## config.mk

```make
export PLATFORM = sky130hd
export DESIGN_NAME = aabb_sel
export DESIGN_NICKNAME = d
export VERILOG_FILES = /design/src/hdl/aabb_affine_transform_assert.svh /design/src/hdl/aabb_pkg.sv /design/src/hdl/aabb_sel.sv
export SDC_FILE = /design/constraint.sdc
export NUM_CORES = 1
export LEC_CHECK = 0
export BUFFER_PORTS_ARGS = -buffer_cell sky130_fd_sc_hd__buf_2
export CORE_AREA = 2 2 503 505
export DETAILED_ROUTE_END_ITERATION = 8
export DIE_AREA = 0 0 505 507
export PLACE_DENSITY_LB_ADDON = 0.25
export SLEW_MARGIN = 40
export SYNTH_ARGS = -nofsm -noshare
export SYNTH_HDL_FRONTEND = slang
export SYNTH_SLANG_ARGS = --single-unit
```

## constraint.sdc

```tcl
create_clock -name clk -period 17.9 [get_ports clk]
set_input_delay 3.58 -clock clk [delete_from_list [all_inputs] [get_ports clk]]
set_output_delay 3.58 -clock clk [all_outputs]
set_load 0.01 [all_outputs]
```

## src/hdl/aabb_affine_transform_assert.svh

```systemverilog
// Assertion macros shared by the box transform RTL.
// Each macro expects clk and rst_n to be visible in the module that uses it.
`ifndef AABB_AFFINE_TRANSFORM_ASSERT_SVH
`define AABB_AFFINE_TRANSFORM_ASSERT_SVH

// Same-cycle implication, checked outside reset.
`define AABB_ASSERT_NOW(label, ante, cons, msg) \
  label: assert property (@(posedge clk) disable iff (!rst_n) (ante) |-> (cons)) \
    else $error(msg);

// Next-cycle implication, checked outside reset.
`define AABB_ASSERT_NEXT(label, ante, cons, msg) \
  label: assert property (@(posedge clk) disable iff (!rst_n) (ante) |=> (cons)) \
    else $error(msg);

`endif

```

## src/hdl/aabb_pkg.sv

```systemverilog
`timescale 1ns / 1ps
// Shared constants for the axis-aligned box affine transform.
// No dependencies; imported by every module of the block.
package aabb_pkg;

  localparam int COORD_WIDTH_DEF = 32;
  localparam int COEF_WIDTH_DEF  = 16;
  // Fraction bits of a Q4.12 coefficient; each product is shifted by this.
  localparam int COEF_FRAC       = 12;
  localparam int NUM_AXES        = 3;
  localparam int CFG_IDX_WIDTH   = 3;

  // Configuration register indexes.
  localparam logic [CFG_IDX_WIDTH-1:0] CFG_ROW_X = 3'd0;
  localparam logic [CFG_IDX_WIDTH-1:0] CFG_ROW_Y = 3'd1;
  localparam logic [CFG_IDX_WIDTH-1:0] CFG_ROW_Z = 3'd2;
  localparam logic [CFG_IDX_WIDTH-1:0] CFG_OFS_X = 3'd3;
  localparam logic [CFG_IDX_WIDTH-1:0] CFG_OFS_Y = 3'd4;
  localparam logic [CFG_IDX_WIDTH-1:0] CFG_OFS_Z = 3'd5;

endpackage

```

## src/hdl/aabb_sel.sv

```systemverilog
`timescale 1ns / 1ps
// Select stage: per term, the smaller and the larger of the two corner products.
// Depends on aabb_pkg.
module aabb_sel
  import aabb_pkg::*;
#(
  parameter int TW = COORD_WIDTH_DEF + COEF_WIDTH_DEF - COEF_FRAC
) (
  input  logic                 clk,
  input  logic                 rst_n,
  input  logic                 up_valid,
  output logic                 up_ready,
  input  logic signed [TW-1:0] t_lo [NUM_AXES][NUM_AXES],
  input  logic signed [TW-1:0] t_hi [NUM_AXES][NUM_AXES],
  input  logic                 ok,
  output logic                 dn_valid,
  input  logic                 dn_ready,
  output logic signed [TW-1:0] t_min [NUM_AXES][NUM_AXES],
  output logic signed [TW-1:0] t_max [NUM_AXES][NUM_AXES],
  output logic                 dn_ok
);

  logic                 valid_r;
  logic                 ok_r;
  logic signed [TW-1:0] t_min_r [NUM_AXES][NUM_AXES];
  logic signed [TW-1:0] t_max_r [NUM_AXES][NUM_AXES];
  logic signed [TW-1:0] t_min_nxt [NUM_AXES][NUM_AXES];
  logic signed [TW-1:0] t_max_nxt [NUM_AXES][NUM_AXES];
  logic                 load;

  assign up_ready = !valid_r || dn_ready;
  assign load     = up_valid && up_ready;

  always_comb begin
    for (int r = 0; r < NUM_AXES; r++) begin
      for (int c = 0; c < NUM_AXES; c++) begin
        if (t_lo[r][c] < t_hi[r][c]) begin
          t_min_nxt[r][c] = t_lo[r][c];
          t_max_nxt[r][c] = t_hi[r][c];
        end else begin
          t_min_nxt[r][c] = t_hi[r][c];
          t_max_nxt[r][c] = t_lo[r][c];
        end
      end
    end
  end

  always_ff @(posedge clk) begin
    if (!rst_n) begin
      valid_r <= 1'b0;
    end else if (up_ready) begin
      valid_r <= up_valid;
    end
  end

  always_ff @(posedge clk) begin
    if (load) begin
      ok_r    <= ok;
      t_min_r <= t_min_nxt;
      t_max_r <= t_max_nxt;
    end
  end

  assign dn_valid = valid_r;
  assign dn_ok    = ok_r;
  assign t_min    = t_min_r;
  assign t_max    = t_max_r;

endmodule

```

[Word-level counts from Yosys, hierarchy flattened]
Index checks and enable logic that the tools add are counted.
Storage, ports and cells
  register bits after elaboration: 650
  bits of input ports: 653
  output and inout bits: 651
  logic and storage cells: 50
Operators by class
  magnitude comparators: 9
  mux-type cells: 18
  reductions and logical operators: 3
Operators by type and width (number)
  $mux W36: 18
  $lt A36 B36 Y1: 9
  $logic_and A1 B1 Y1: 1
  $logic_not A1 Y1: 1
  $logic_or A1 B1 Y1: 1

[Logic depth before layout (Yosys ltp)]
  depth in word-level cells: 3
  gate-level depth with buffers: 10
  depth with buffers taken out: 9

[Worst setup path after synthesis]
Ideal clock, no wire load.
  path kind: input-to-reg
  start: input dn_ready
  end: register ok_r (netlist: dn_ok) (enable)
  setup time: 1.104 ns
  arrival time: 18.457 ns
  data required time: 16.796 ns
  setup slack: -1.660 ns
  stages on the path: 2
  cell sequence: nand2b_1 and2_1
On the way
  longest elaborated chain between the ends: 2
Ends and longest elaborated chain
  from (decl): RTL line aabb_sel.sv:17  | input logic dn_ready,
  $logic_or A1 B1 Y1: RTL line aabb_sel.sv:31  | assign up_ready = !valid_r || dn_ready;
  $logic_and A1 B1 Y1: RTL line aabb_sel.sv:32  | assign load = up_valid && up_ready;
  via load: RTL line aabb_sel.sv:29  | logic load;
  to (signal assigned): RTL line aabb_sel.sv:58  | ok_r <= ok;
  to (decl): RTL line aabb_sel.sv:24  | logic ok_r;
The timed path passes the listed nets, and every way through them passes these cells.
A chain may end at the register's enable or synchronous reset.

[Final worst setup path]
  start: input dn_ready
  end: output up_ready
On the way
  longest elaborated chain between the ends: 1
Ends and longest elaborated chain
  $logic_or A1 B1 Y1: RTL line aabb_sel.sv:31
  to (decl): RTL line aabb_sel.sv:12  | output logic up_ready,
No other way between the ends.

==> results.json <==
{
  "cts.repair.resized": 0,
  "use_met1": 0.145,
  "drt-pass1-iter-count": 5,
  "rows": 184,
  "layout_commonest_cell": "buf_2",
  "endpoint": "up_ready",
  "avgViaCountPerCell": 3.62,
  "busiest_layer": "met2",
  "grt_max_degree": 105,
  "critPathMaxFanout": 3,
  "use_met3": 0.0694,
  "power_density_mw_per_mm2": 104,
  "hold_start": "dn_valid$_SDFFE_PN0N_",
  "wl_um": 183000,
  "syn_inst": 2515,
  "final_cells": 7326,
  "ys_ff_latch": 650,
  "rr_worst_depth": 6,
  "finish.instance_area_sq_mm": 0.0490,
  "max_freq_ghz": 0.132,
  "synth_edf_count": 649,
  "grt_overflow_total": 0,
  "grt_pass1_vias": 28000,
  "drcViolationCount": 0,
  "synth_top_family_by_area": "multiplexers",
  "drtAntennaViolNets": 0,
  "areaGrowthSynthToFinish_pct": 39.3,
  "die_x_um": 505,
  "pwr-share-comb": 0.241,
  "grt_pass1_wl_um": 241000,
  "fin_total_pwr_mw": 5.08,
  "antenna_found_initial": 80,
  "routabilityCongestion": 0.880,
  "startpoint": "dn_ready",
  "synth_warnings": 0,
  "slew_viol_final": 0,
  "cp-start-kind": "input port",
  "r2r-start": "dn_valid$_SDFFE_PN0N_",
  "die_y_um": 507,
  "status": "finished, final reports clean",
  "mostFrequentLayoutCells": "buf_2, edfxtp_1, mux2_2",
  "cp_num_buf_inv": 2,
  "synth_xor_area_frac": 0.00299,
  "fin_crit_sh": 0.423,
  "setup_tns_ns": 0,
  "grtUsageMet2": 0.230,
  "clkPwrFrac": 0.369,
  "hold_violations": 0,
  "holdWs_ns": 0.539,
  "p_switching_mw": 1.55,
  "cts_root_buf": "clkbuf_16",
  "start_util": 0.140,
  "crit_required_ns": 14.32,
  "slew_headroom": 0.475,
  "synth_async_sr_flop_share": 0,
  "netlist_area_sq_mm": 0.0352,
  "cts_tree": "built",
  "synth_nets": 3483,
  "cap_violations": 0,
  "placed_area_sq_mm": 0.0459,
  "port_buffers": 1303,
  "criticalPathCategory": "in2out",
  "vdd_drop_max_uv": 66.7,
  "cp_top_family": "buffers and inverters",
  "power_switching_share": 0.305,
  "path_cells": "buf_2 -> nand2b_1 -> buf_2",
  "dieArea_sq_mm": 0.256,
  "vias": 26500,
  "ctsLongestPathBuffers": 3,
  "fin_nets": 4848,
  "grt_setup_unrepaired": "no",
  "pwr-share-seq": 0.390,
  "grt_usage": 0.137,
  "ioPinCount": 1304,
  "cts_buffers": 90,
  "arrival_ns": 3.99,
  "setup_viol": 0,
  "cpMostUsedCell": "buf_2",
  "worstHoldPathType": "reg2reg",
  "rrSetupSlack_ns": 14.54,
  "r2r_end": "t_min[204]$_DFFE_PP_",
  "holdBufCountCts": 0,
  "drt-wirelength-per-cell_um": 25.0,
  "yosys.area_share.adder": 0.112,
  "clk_pin_slew_ns": 0.06,
  "skew_ns": 0.0230,
  "synthMuxAreaShare": 0.205,
  "tightest_slew_ns": 0.788,
  "fill_cells": 27600,
  "syn_area_per_cell_sq_um": 14.0,
  "end_kind": "output pin",
  "slowest_stage": "nand2b_1",
  "cts_sinks": 650,
  "synthSimpleGateAreaFrac": 0.0343,
  "crit_cells": 3,
  "p_int_mw": 3.53,
  "synth-compound-area-share": 0.0444,
  "yosysSeqAreaShare": 0.555,
  "synth_cell_types": 54,
  "drtIter0Drc": 1465,
  "layout_min_cycle_time_ns": 7.57,
  "hpwl_um": 153000,
  "dpl.cell_count": 7135,
  "cpPeakStageDelay_ns": 0.16,
  "cts_setup_buffers": 0,
  "clock_latency_ns": 0.73,
  "seq_area_sq_mm": 0.0195,
  "drive_gt1_frac": 0.527,
  "synth_flop_cell": "edfxtp_1",
  "core_area_sq_mm": 0.250,
  "htreeDepth": 3,
  "leakage_nw": 20.8,
  "multi_input_area_sq_mm": 0.0142
}
-- per-stage QoR --
stage          worst slack (ns)  utilization
5_1_grt                   10.33        0.195
3_3_place_gp               9.25        0.183
6_report                  10.33        0.196
4_1_cts                   10.34        0.195
3_5_place_dp               10.0        0.183
2_1_floorplan              5.73            -
-- power by group through the flow --
stage | Clock, mW | Combinational (mW) | Sequential (mW)
after floorplan | 0 | 0.573 | 2.10
after global placement | 0 | 1.23 | 2.02
after detailed placement | 0 | 1.25 | 2.01
after CTS | 1.97 | 1.25 | 1.99
after global routing | 2.01 | 1.33 | 2.00
final | 1.87 | 1.22 | 1.98
-- flip-flops by register name, summed over array words and instances, names as in the netlist --
signal    count
t_max       324
dn_valid      1
t_min       324
dn_ok         1
-- synthesized netlist by cell type (all sizes together), types with 3 or more instances --
master	n	share of area
a211o	3	0.00078
a211oi	10	0.0024
a21boi	3	0.00064
a21o	15	0.0032
a21oi	128	0.018
a221o	4	0.0011
a221oi	12	0.0030
and4	3	0.00075
buf	63	0.011
edfxtp	649	0.55
ha	315	0.11
inv	325	0.035
mux2	641	0.21
nand2	102	0.011
nand2b	6	0.0011
nand3	25	0.0036
nand4	42	0.0075
nor2	29	0.0031
nor3	19	0.0028
nor3b	5	0.0011
nor4	8	0.0014
o211ai	3	0.00078
o21ai	68	0.0097
o21bai	3	0.00064
xor2	7	0.0025
-- worst reg2reg max path, stage by stage, from the launching register on --
cell	delay, ns
dfxtp_1	0.31
nand2b_1	0.10
and2_4	0.41
buf_12	0.27
buf_4	0.55
buf_6	0.59
buf_6	0.70
-- layer usage --
layer  share of wire  vias up
li1                -    12200
met1            0.37    12800
met2            0.47     1122
met3            0.12      275
met4           0.040       48
met5          0.0018        -
-- final cells by class --
type	count	share of cell area
clock inverter	55	0.0128
tap	3348	0.0855
inverter	325	0.0249
timing repair buffer	1336	0.141
antenna	27	0.00138
sequential	650	0.398
clock buffer	108	0.0474
multi-input combinational	1477	0.289
-- cells by family (layout without fill, tap and decap cells) --
group                      Yosys count  after routing
AOI/OAI and AO/OA                  264            264
DFF                                650            650
buffers and inverters              388           1824
and+or+nand+nor                    248            248
other                                0             27
xor gates and xnor gates             9              9
muxes                              641            641
adders and majority gates          315            315
-- how the worst min path moves through the flow --
stage                                  endpoint  slack [ns]  depth (start not counted)
after floorplan           dn_valid$_SDFFE_PN0N_        0.61                          2
after global placement    dn_valid$_SDFFE_PN0N_        0.51                          2
after detailed placement  dn_valid$_SDFFE_PN0N_        0.53                          2
after CTS                 dn_valid$_SDFFE_PN0N_        0.54                          2
after global routing      dn_valid$_SDFFE_PN0N_        0.57                          2
final                     dn_valid$_SDFFE_PN0N_        0.54                          2
(Power assumes the default switching activity.)
