**src/hdl/aabb_affine_transform_assert.svh**
```systemverilog
// Assertion macros shared by the box transform RTL.
// Each macro expects clk and rst_n to be visible in the module that uses it.
`ifndef AABB_AFFINE_TRANSFORM_ASSERT_SVH
`define AABB_AFFINE_TRANSFORM_ASSERT_SVH

// Same-cycle implication, checked outside reset.
`define AABB_ASSERT_NOW(label, ante, cons, msg) \
  label: assert property (@(posedge clk) disable iff (!rst_n) (ante) |-> (cons)) \
    else $error(msg);

// Next-cycle implication, checked outside reset.
`define AABB_ASSERT_NEXT(label, ante, cons, msg) \
  label: assert property (@(posedge clk) disable iff (!rst_n) (ante) |=> (cons)) \
    else $error(msg);

`endif

```
**src/hdl/aabb_pkg.sv**
```systemverilog
`timescale 1ns / 1ps
// Shared constants for the axis-aligned box affine transform.
// No dependencies; imported by every module of the block.
package aabb_pkg;

  localparam int COORD_WIDTH_DEF = 32;
  localparam int COEF_WIDTH_DEF  = 16;
  // Fraction bits of a Q4.12 coefficient; each product is shifted by this.
  localparam int COEF_FRAC       = 12;
  localparam int NUM_AXES        = 3;
  localparam int CFG_IDX_WIDTH   = 3;

  // Configuration register indexes.
  localparam logic [CFG_IDX_WIDTH-1:0] CFG_ROW_X = 3'd0;
  localparam logic [CFG_IDX_WIDTH-1:0] CFG_ROW_Y = 3'd1;
  localparam logic [CFG_IDX_WIDTH-1:0] CFG_ROW_Z = 3'd2;
  localparam logic [CFG_IDX_WIDTH-1:0] CFG_OFS_X = 3'd3;
  localparam logic [CFG_IDX_WIDTH-1:0] CFG_OFS_Y = 3'd4;
  localparam logic [CFG_IDX_WIDTH-1:0] CFG_OFS_Z = 3'd5;

endpackage

```
**src/hdl/aabb_sum.sv**
```systemverilog
`timescale 1ns / 1ps
// Sum and saturate stages: offset plus three terms per axis, then clamp
// and empty-box substitution into the output register. Depends on aabb_pkg.
module aabb_sum
  import aabb_pkg::*;
#(
  parameter int COORD_WIDTH = COORD_WIDTH_DEF,
  parameter int TW = COORD_WIDTH_DEF + COEF_WIDTH_DEF - COEF_FRAC
) (
  input  logic                          clk,
  input  logic                          rst_n,
  input  logic signed [COORD_WIDTH-1:0] offset [NUM_AXES],
  input  logic                          up_valid,
  output logic                          up_ready,
  input  logic signed [TW-1:0]          t_min [NUM_AXES][NUM_AXES],
  input  logic signed [TW-1:0]          t_max [NUM_AXES][NUM_AXES],
  input  logic                          ok,
  output logic                          dn_valid,
  input  logic                          dn_ready,
  output logic signed [COORD_WIDTH-1:0] box_lo [NUM_AXES],
  output logic signed [COORD_WIDTH-1:0] box_hi [NUM_AXES],
  output logic                          box_ok
);

  // Two guard bits cover the carry of four addends.
  localparam int SW = ((TW > COORD_WIDTH) ? TW : COORD_WIDTH) + 2;
  localparam logic signed [COORD_WIDTH-1:0] CMAX = {1'b0, {(COORD_WIDTH-1){1'b1}}};
  localparam logic signed [COORD_WIDTH-1:0] CMIN = {1'b1, {(COORD_WIDTH-1){1'b0}}};
  localparam logic signed [SW-1:0] SMAX = SW'(CMAX);
  localparam logic signed [SW-1:0] SMIN = SW'(CMIN);

  // Sum stage.
  logic                 s_valid_r;
  logic                 s_ok_r;
  logic signed [SW-1:0] s_min_r [NUM_AXES];
  logic signed [SW-1:0] s_max_r [NUM_AXES];
  logic signed [SW-1:0] s_min_nxt [NUM_AXES];
  logic signed [SW-1:0] s_max_nxt [NUM_AXES];
  logic                 s_ready;
  // Output stage.
  logic                          o_valid_r;
  logic                          o_ok_r;
  logic signed [COORD_WIDTH-1:0] o_lo_r [NUM_AXES];
  logic signed [COORD_WIDTH-1:0] o_hi_r [NUM_AXES];
  logic signed [COORD_WIDTH-1:0] o_lo_nxt [NUM_AXES];
  logic signed [COORD_WIDTH-1:0] o_hi_nxt [NUM_AXES];
  logic                          o_ready;

  assign o_ready  = !o_valid_r || dn_ready;
  assign s_ready  = !s_valid_r || o_ready;
  assign up_ready = s_ready;

  always_comb begin
    for (int r = 0; r < NUM_AXES; r++) begin
      s_min_nxt[r] = SW'(offset[r]) + SW'(t_min[r][0]) + SW'(t_min[r][1])
                     + SW'(t_min[r][2]);
      s_max_nxt[r] = SW'(offset[r]) + SW'(t_max[r][0]) + SW'(t_max[r][1])
                     + SW'(t_max[r][2]);
    end
  end

  // An inverted input box turns into the empty box: lo at the top, hi at the bottom.
  always_comb begin
    for (int r = 0; r < NUM_AXES; r++) begin
      if (!s_ok_r) begin
        o_lo_nxt[r] = CMAX;
        o_hi_nxt[r] = CMIN;
      end else begin
        if (s_min_r[r] > SMAX) begin
          o_lo_nxt[r] = CMAX;
        end else if (s_min_r[r] < SMIN) begin
          o_lo_nxt[r] = CMIN;
        end else begin
          o_lo_nxt[r] = COORD_WIDTH'(s_min_r[r]);
        end
        if (s_max_r[r] > SMAX) begin
          o_hi_nxt[r] = CMAX;
        end else if (s_max_r[r] < SMIN) begin
          o_hi_nxt[r] = CMIN;
        end else begin
          o_hi_nxt[r] = COORD_WIDTH'(s_max_r[r]);
        end
      end
    end
  end

  always_ff @(posedge clk) begin
    if (!rst_n) begin
      s_valid_r <= 1'b0;
      o_valid_r <= 1'b0;
    end else begin
      if (s_ready) begin
        s_valid_r <= up_valid;
      end
      if (o_ready) begin
        o_valid_r <= s_valid_r;
      end
    end
  end

  always_ff @(posedge clk) begin
    if (up_valid && s_ready) begin
      s_ok_r  <= ok;
      s_min_r <= s_min_nxt;
      s_max_r <= s_max_nxt;
    end
    if (s_valid_r && o_ready) begin
      o_ok_r <= s_ok_r;
      o_lo_r <= o_lo_nxt;
      o_hi_r <= o_hi_nxt;
    end
  end

  assign dn_valid = o_valid_r;
  assign box_ok   = o_ok_r;
  assign box_lo   = o_lo_r;
  assign box_hi   = o_hi_r;

endmodule

```
**config.mk**
```make
export PLATFORM = sky130hd
export DESIGN_NAME = aabb_sum
export DESIGN_NICKNAME = d
export VERILOG_FILES = /design/src/hdl/aabb_affine_transform_assert.svh /design/src/hdl/aabb_pkg.sv /design/src/hdl/aabb_sum.sv
export SDC_FILE = /design/constraint.sdc
export NUM_CORES = 2
export LEC_CHECK = 0
export BUFFER_PORTS_ARGS = -buffer_cell sky130_fd_sc_hd__buf_2
export CAP_MARGIN = 5
export CORE_AREA = 8 8 359 361
export CTS_CLUSTER_DIAMETER = 200
export DETAILED_ROUTE_END_ITERATION = 8
export DIE_AREA = 0 0 367 369
export SETUP_SLACK_MARGIN = 0.02
export SYNTH_ARGS = -nofsm -noshare
export SYNTH_HDL_FRONTEND = slang
export SYNTH_SLANG_ARGS = --single-unit
```
**constraint.sdc**
```tcl
create_clock -name clk -period 12.2 [get_ports clk]
set_input_delay 3.66 -clock clk [delete_from_list [all_inputs] [get_ports clk]]
set_output_delay 3.66 -clock clk [all_outputs]
set_load 0.05 [all_outputs]
```
* Word-level counts from Yosys, hierarchy flattened
Cells that the tools add are included.
** Word-level totals
- Input port bits :: 749
- Logic and storage cells :: 65
- Flip-flop bits (word level) :: 424
- Output and inout bits :: 195
** Operators by class
- $lt $le $gt $ge :: 12
- Bitwise gates (word level) :: 1
- Muxes and demuxes :: 9
- Add/subtract/negate cells :: 18
- Reduce and logical (&&, ||, !) cells :: 9
** Operator list (number)
- 32-bit two-way mux :: 9
- 37-bit by 36-bit adder with 38-bit output :: 6
- 38-bit by 36-bit adder with 38-bit output :: 6
- 38-bit by 32-bit greater-than comparator with 1-bit output, second input constant :: 6
- 38-bit by 32-bit < comparator with 1-bit output, second input constant :: 6
- 32-bit by 36-bit adder with 37-bit output :: 6
- 2-bit OR reduction :: 3
- 1-bit logical AND :: 2
- 1-bit logical NOT :: 2
- 1-bit logical OR :: 2
- 1-bit NOT :: 1

* Logic depth before layout (Yosys ltp)
- Word-level depth :: 4
- Mapped depth :: 15

* Least setup slack after synthesis
No wires, ideal clock.
- Kind :: input -> register
- From :: input dn_ready
- To :: register o_hi_r (netlist bit box_hi[0]), enable pin
- Path slack :: -0.828 ns
- Library setup time :: 0.773 ns
- Data required time :: 11.427 ns
- Cell stages on the path :: 2
- Arrival time :: 12.255 ns
- Cells stage by stage :: nor2b_1 > nor2b_1
** Between the ends
- Cells in the longest elaborated chain, start to end :: 2
** Ends and longest elaborated chain
- start, declared :: line aabb_sum.sv:19 : input logic dn_ready,
- 1-bit logical OR :: line aabb_sum.sv:49 : assign o_ready = !o_valid_r || dn_ready;
- 1-bit logical AND :: line aabb_sum.sv:107 : if (s_valid_r && o_ready) begin
- end signal, assigned :: line aabb_sum.sv:110 : o_hi_r <= o_hi_nxt;
- end, declared :: line aabb_sum.sv:44 : logic signed [COORD_WIDTH-1:0] o_hi_r [NUM_AXES];
No other way between the ends.
A chain may end at the register's enable or synchronous reset.

* Worst setup path after layout
- From :: input dn_ready
- To :: output up_ready
** Between the ends
- Cells in the longest elaborated chain, start to end :: 2
** Ends and longest elaborated chain
- 1-bit logical OR :: line aabb_sum.sv:49
- 1-bit logical OR :: line aabb_sum.sv:50 : assign s_ready = !s_valid_r || o_ready;
- end, declared :: line aabb_sum.sv:14 : output logic up_ready,
No other way between the ends.

==> flow_summary.toml <==
[synth]
synth.largest_area_cell = "edfxtp_1"
ys.flop_type = "edfxtp_1"
syn_nets = 5315
synthArstFlopShare_pct = 0
yosys_register_bits = 424
syn_area_um2 = 38100
synth_cells = 3906
ys_warn_count = 0
yosys-top-cells-area = "edfxtp_1, fa_1, inv_1, ha_1, xnor2_1"
synth_top_cell_area_share_pct = 33.3
synth-edff-count = 422
syn_avg_cell_area_um2 = 9.75
synth-seq-area-share_pct = 33.4
synth.distinct_cells = 69

[floorplanning]
initial_core_util_pct = 31.0
core_area_um2 = 123000
die_x_um = 367
chipHeight_um = 369
die_area_um2 = 135000
row_count = 129
io_pins = 944

[clocking]
path_clk_slew_ns = 0.06
clk_latency_ns = 0.65
cts_tree = "done"
root_buffer = "clkbuf_16"
cts_htree_levels = 2
clkSinkCount = 424
postCtsSetupBuffers = 0
clk_path_buf_depth = 3
cts_resized = 0
cts-hold-fix-buffers = 0
cts_buffers = 53

[power]
max-vdd-ir-drop_v = 0.000121
power_leakage_uw = 0.0233
power_density_nw_per_um2 = 183
p_int_uw = 4920
seq_power_share_pct = 29.0
totalPowerFinal_uw = 8540
clockPowerShare_pct = 19.0
p_comb_share_pct = 52.0
p_sw_uw = 3620
swShare_pct = 42.4

[setup_path]
r2r-start = "dn_valid"
critPathRequiredTime_ns = 8.54
setup.worst_path.class = "in -> out"
cp-start-kind = "input pin"
arrival_ns = 4.41
path_max_fanout = 4
reg2reg_depth = 4
r2r-end = "s_min_r[13]"
r2r_slack_ns = 9.82
end_kind = "output port"

[timing]
finalMaxSlewViolations = 0
max_freq_mhz = 124
slew_headroom_pct = 34.8
finalCriticalPeriod_ns = 8.07
hold_viol = 0
finalSetupTns_ns = 0
worst_slew_pin_slew_ns = 0.974
post-route-period-util_pct = 66.2
fin_hold_ws_ns = 0.506
setup_viol = 0
rsz0062_at_grt = "no"
fin_ws_ns = 4.13
finClkSkew_ns = 0.0297

[routing]
route.detailed.drc = 0
routed_wl_um = 142000
via_per_inst = 4.67
wl_met3_um = 9000
wl_met1_um = 60600
dr.pass1.iters = 5
ant_nets = 0
drt-wirelength-per-cell_um = 21.8
top_layer = "met5"
vias = 30500
first_iter_violations = 2245
met2_length_um = 68500

[global_routing]
antenna_found_initial = 33
grt-ovfl-total = 0
grt_max_degree = 131
grt_pass1_wl_um = 207000
grtUsageTotal_pct = 20.4
grt_pass1_vias = 31800

[worst_hold_path]
hp-class = "reg -> reg"
worstHoldEndpoint = "box_lo[77]"
hold_path.startpoint = "s_min_r[89]"
hold_path_depth = 2

[placed_design]
pre_cts_ws_ns = 3.60
hpwl_um = 124000
portBuffers = 943
place_congestion = 0.961

[final_layout]
final_cell_mix = "inv_1, buf_2, fa_1"
nNetsFinal = 6254
postLayoutCoreUtil_pct = 37.9
final_common_cell = "inv_1"
area.growth.synth_to_final_pct = 22.3
drive_above_1_share_pct = 21.9

[status]
status = "finished clean"

[job]
cap_violations = 0
## metal layers
layer	track usage, %	up-vias
li1	-	14300
met3	3.83	170
met2	34.5	1048
met5	0	-
met4	5.21	10
met1	26.9	15000
## sequential cells by signal, summed over array words and instances (netlist names)
register / cells
s_ok_r: 1
s_min_r: 114
dn_valid: 1
box_lo: 96
s_max_r: 114
box_ok: 1
box_hi: 96
s_valid_r: 1
## kinds of logic (layout without fill, tap and decap cells)
logic type                 after synthesis  in the layout  synth area share, %
DFF                                    424            424                 33.4
adders and majority gates              660            660                 30.3
AOI/OAI and AO/OA                      656            656                 11.0
xor gates and xnor gates               203            203                 4.67
other                                    0             13                    0
and+or+nand+nor                        787            787                 8.98
buffers and inverters                 1176           2157                 11.6
## synth_stat cells, types with 4 or more instances
| library cell | count |
|---|---|
| or3_1 | 5 |
| nand2_1 | 310 |
| a21oi_1 | 205 |
| o21ai_0 | 70 |
| clkbuf_1 | 73 |
| edfxtp_1 | 422 |
| a211o_1 | 5 |
| a221oi_1 | 5 |
| o21a_1 | 23 |
| a211oi_1 | 27 |
| o211ai_1 | 15 |
| o31ai_1 | 7 |
| nand2b_1 | 14 |
| and3_1 | 16 |
| nand3_1 | 37 |
| nand4_1 | 40 |
| a41oi_1 | 5 |
| and4_1 | 4 |
| a311oi_1 | 4 |
| fa_1 | 438 |
| o31a_1 | 5 |
| o221ai_1 | 5 |
| o41ai_1 | 4 |
| xnor2_1 | 134 |
| a21o_1 | 117 |
| a31oi_1 | 33 |
| nor4_1 | 9 |
| ha_1 | 222 |
| inv_1 | 1101 |
| or2_2 | 4 |
| o21ai_1 | 44 |
| and2_1 | 11 |
| a21boi_1 | 5 |
| o21bai_1 | 36 |
| xor2_1 | 69 |
| nor3_1 | 22 |
| or4_1 | 4 |
| a2111oi_0 | 5 |
| nor2b_1 | 20 |
| nor2_1 | 279 |
| o22ai_1 | 5 |
| nand3b_1 | 5 |
## through the flow
stage	cell area [µm²]	instances
CTS	46500	6524
detailed placement	44800	6427
global route	46500	6529
floorplan	38100	3906
finish	46600	6537
global placement	44800	6427
## critical path, cell delays in order
cell	delay, ns
buf_2	0.09
nor2b_1	0.31
nand2_1	0.12
buf_2	0.23
## power groups by stage
stage          logic (µW)  registers, µW  clock network (µW)
2_1_floorplan        2880           2700                   0
3_5_place_dp         4430           2500                   0
4_1_cts              4460           2480                1680
3_3_place_gp         4400           2500                   0
6_report             4440           2480                1630
5_1_grt              4930           2520                1730
## how the worst max path moves through the flow
stage	start	cells after the start	to
final	dn_ready	4	up_ready
after global routing	offset[1]	16	s_max_r[35]
after CTS	dn_ready	4	up_ready
after detailed placement	offset[1]	16	s_max_r[37]
after global placement	offset[1]	16	s_max_r[35]
after floorplan	dn_ready	3	s_max_r[0]
## final cells by class
class	count	area (µm²)
fillers	12500	76400
multi-input cells	2306	21000
flip-flops and latches	424	12700
repair buffers	959	4860
inverters	1101	4130
well taps	1637	2050
clock buffers	57	1360
clock inverters	40	414
diodes	13	32.5
No activity file was read; power rests on OpenSTA's default activity.
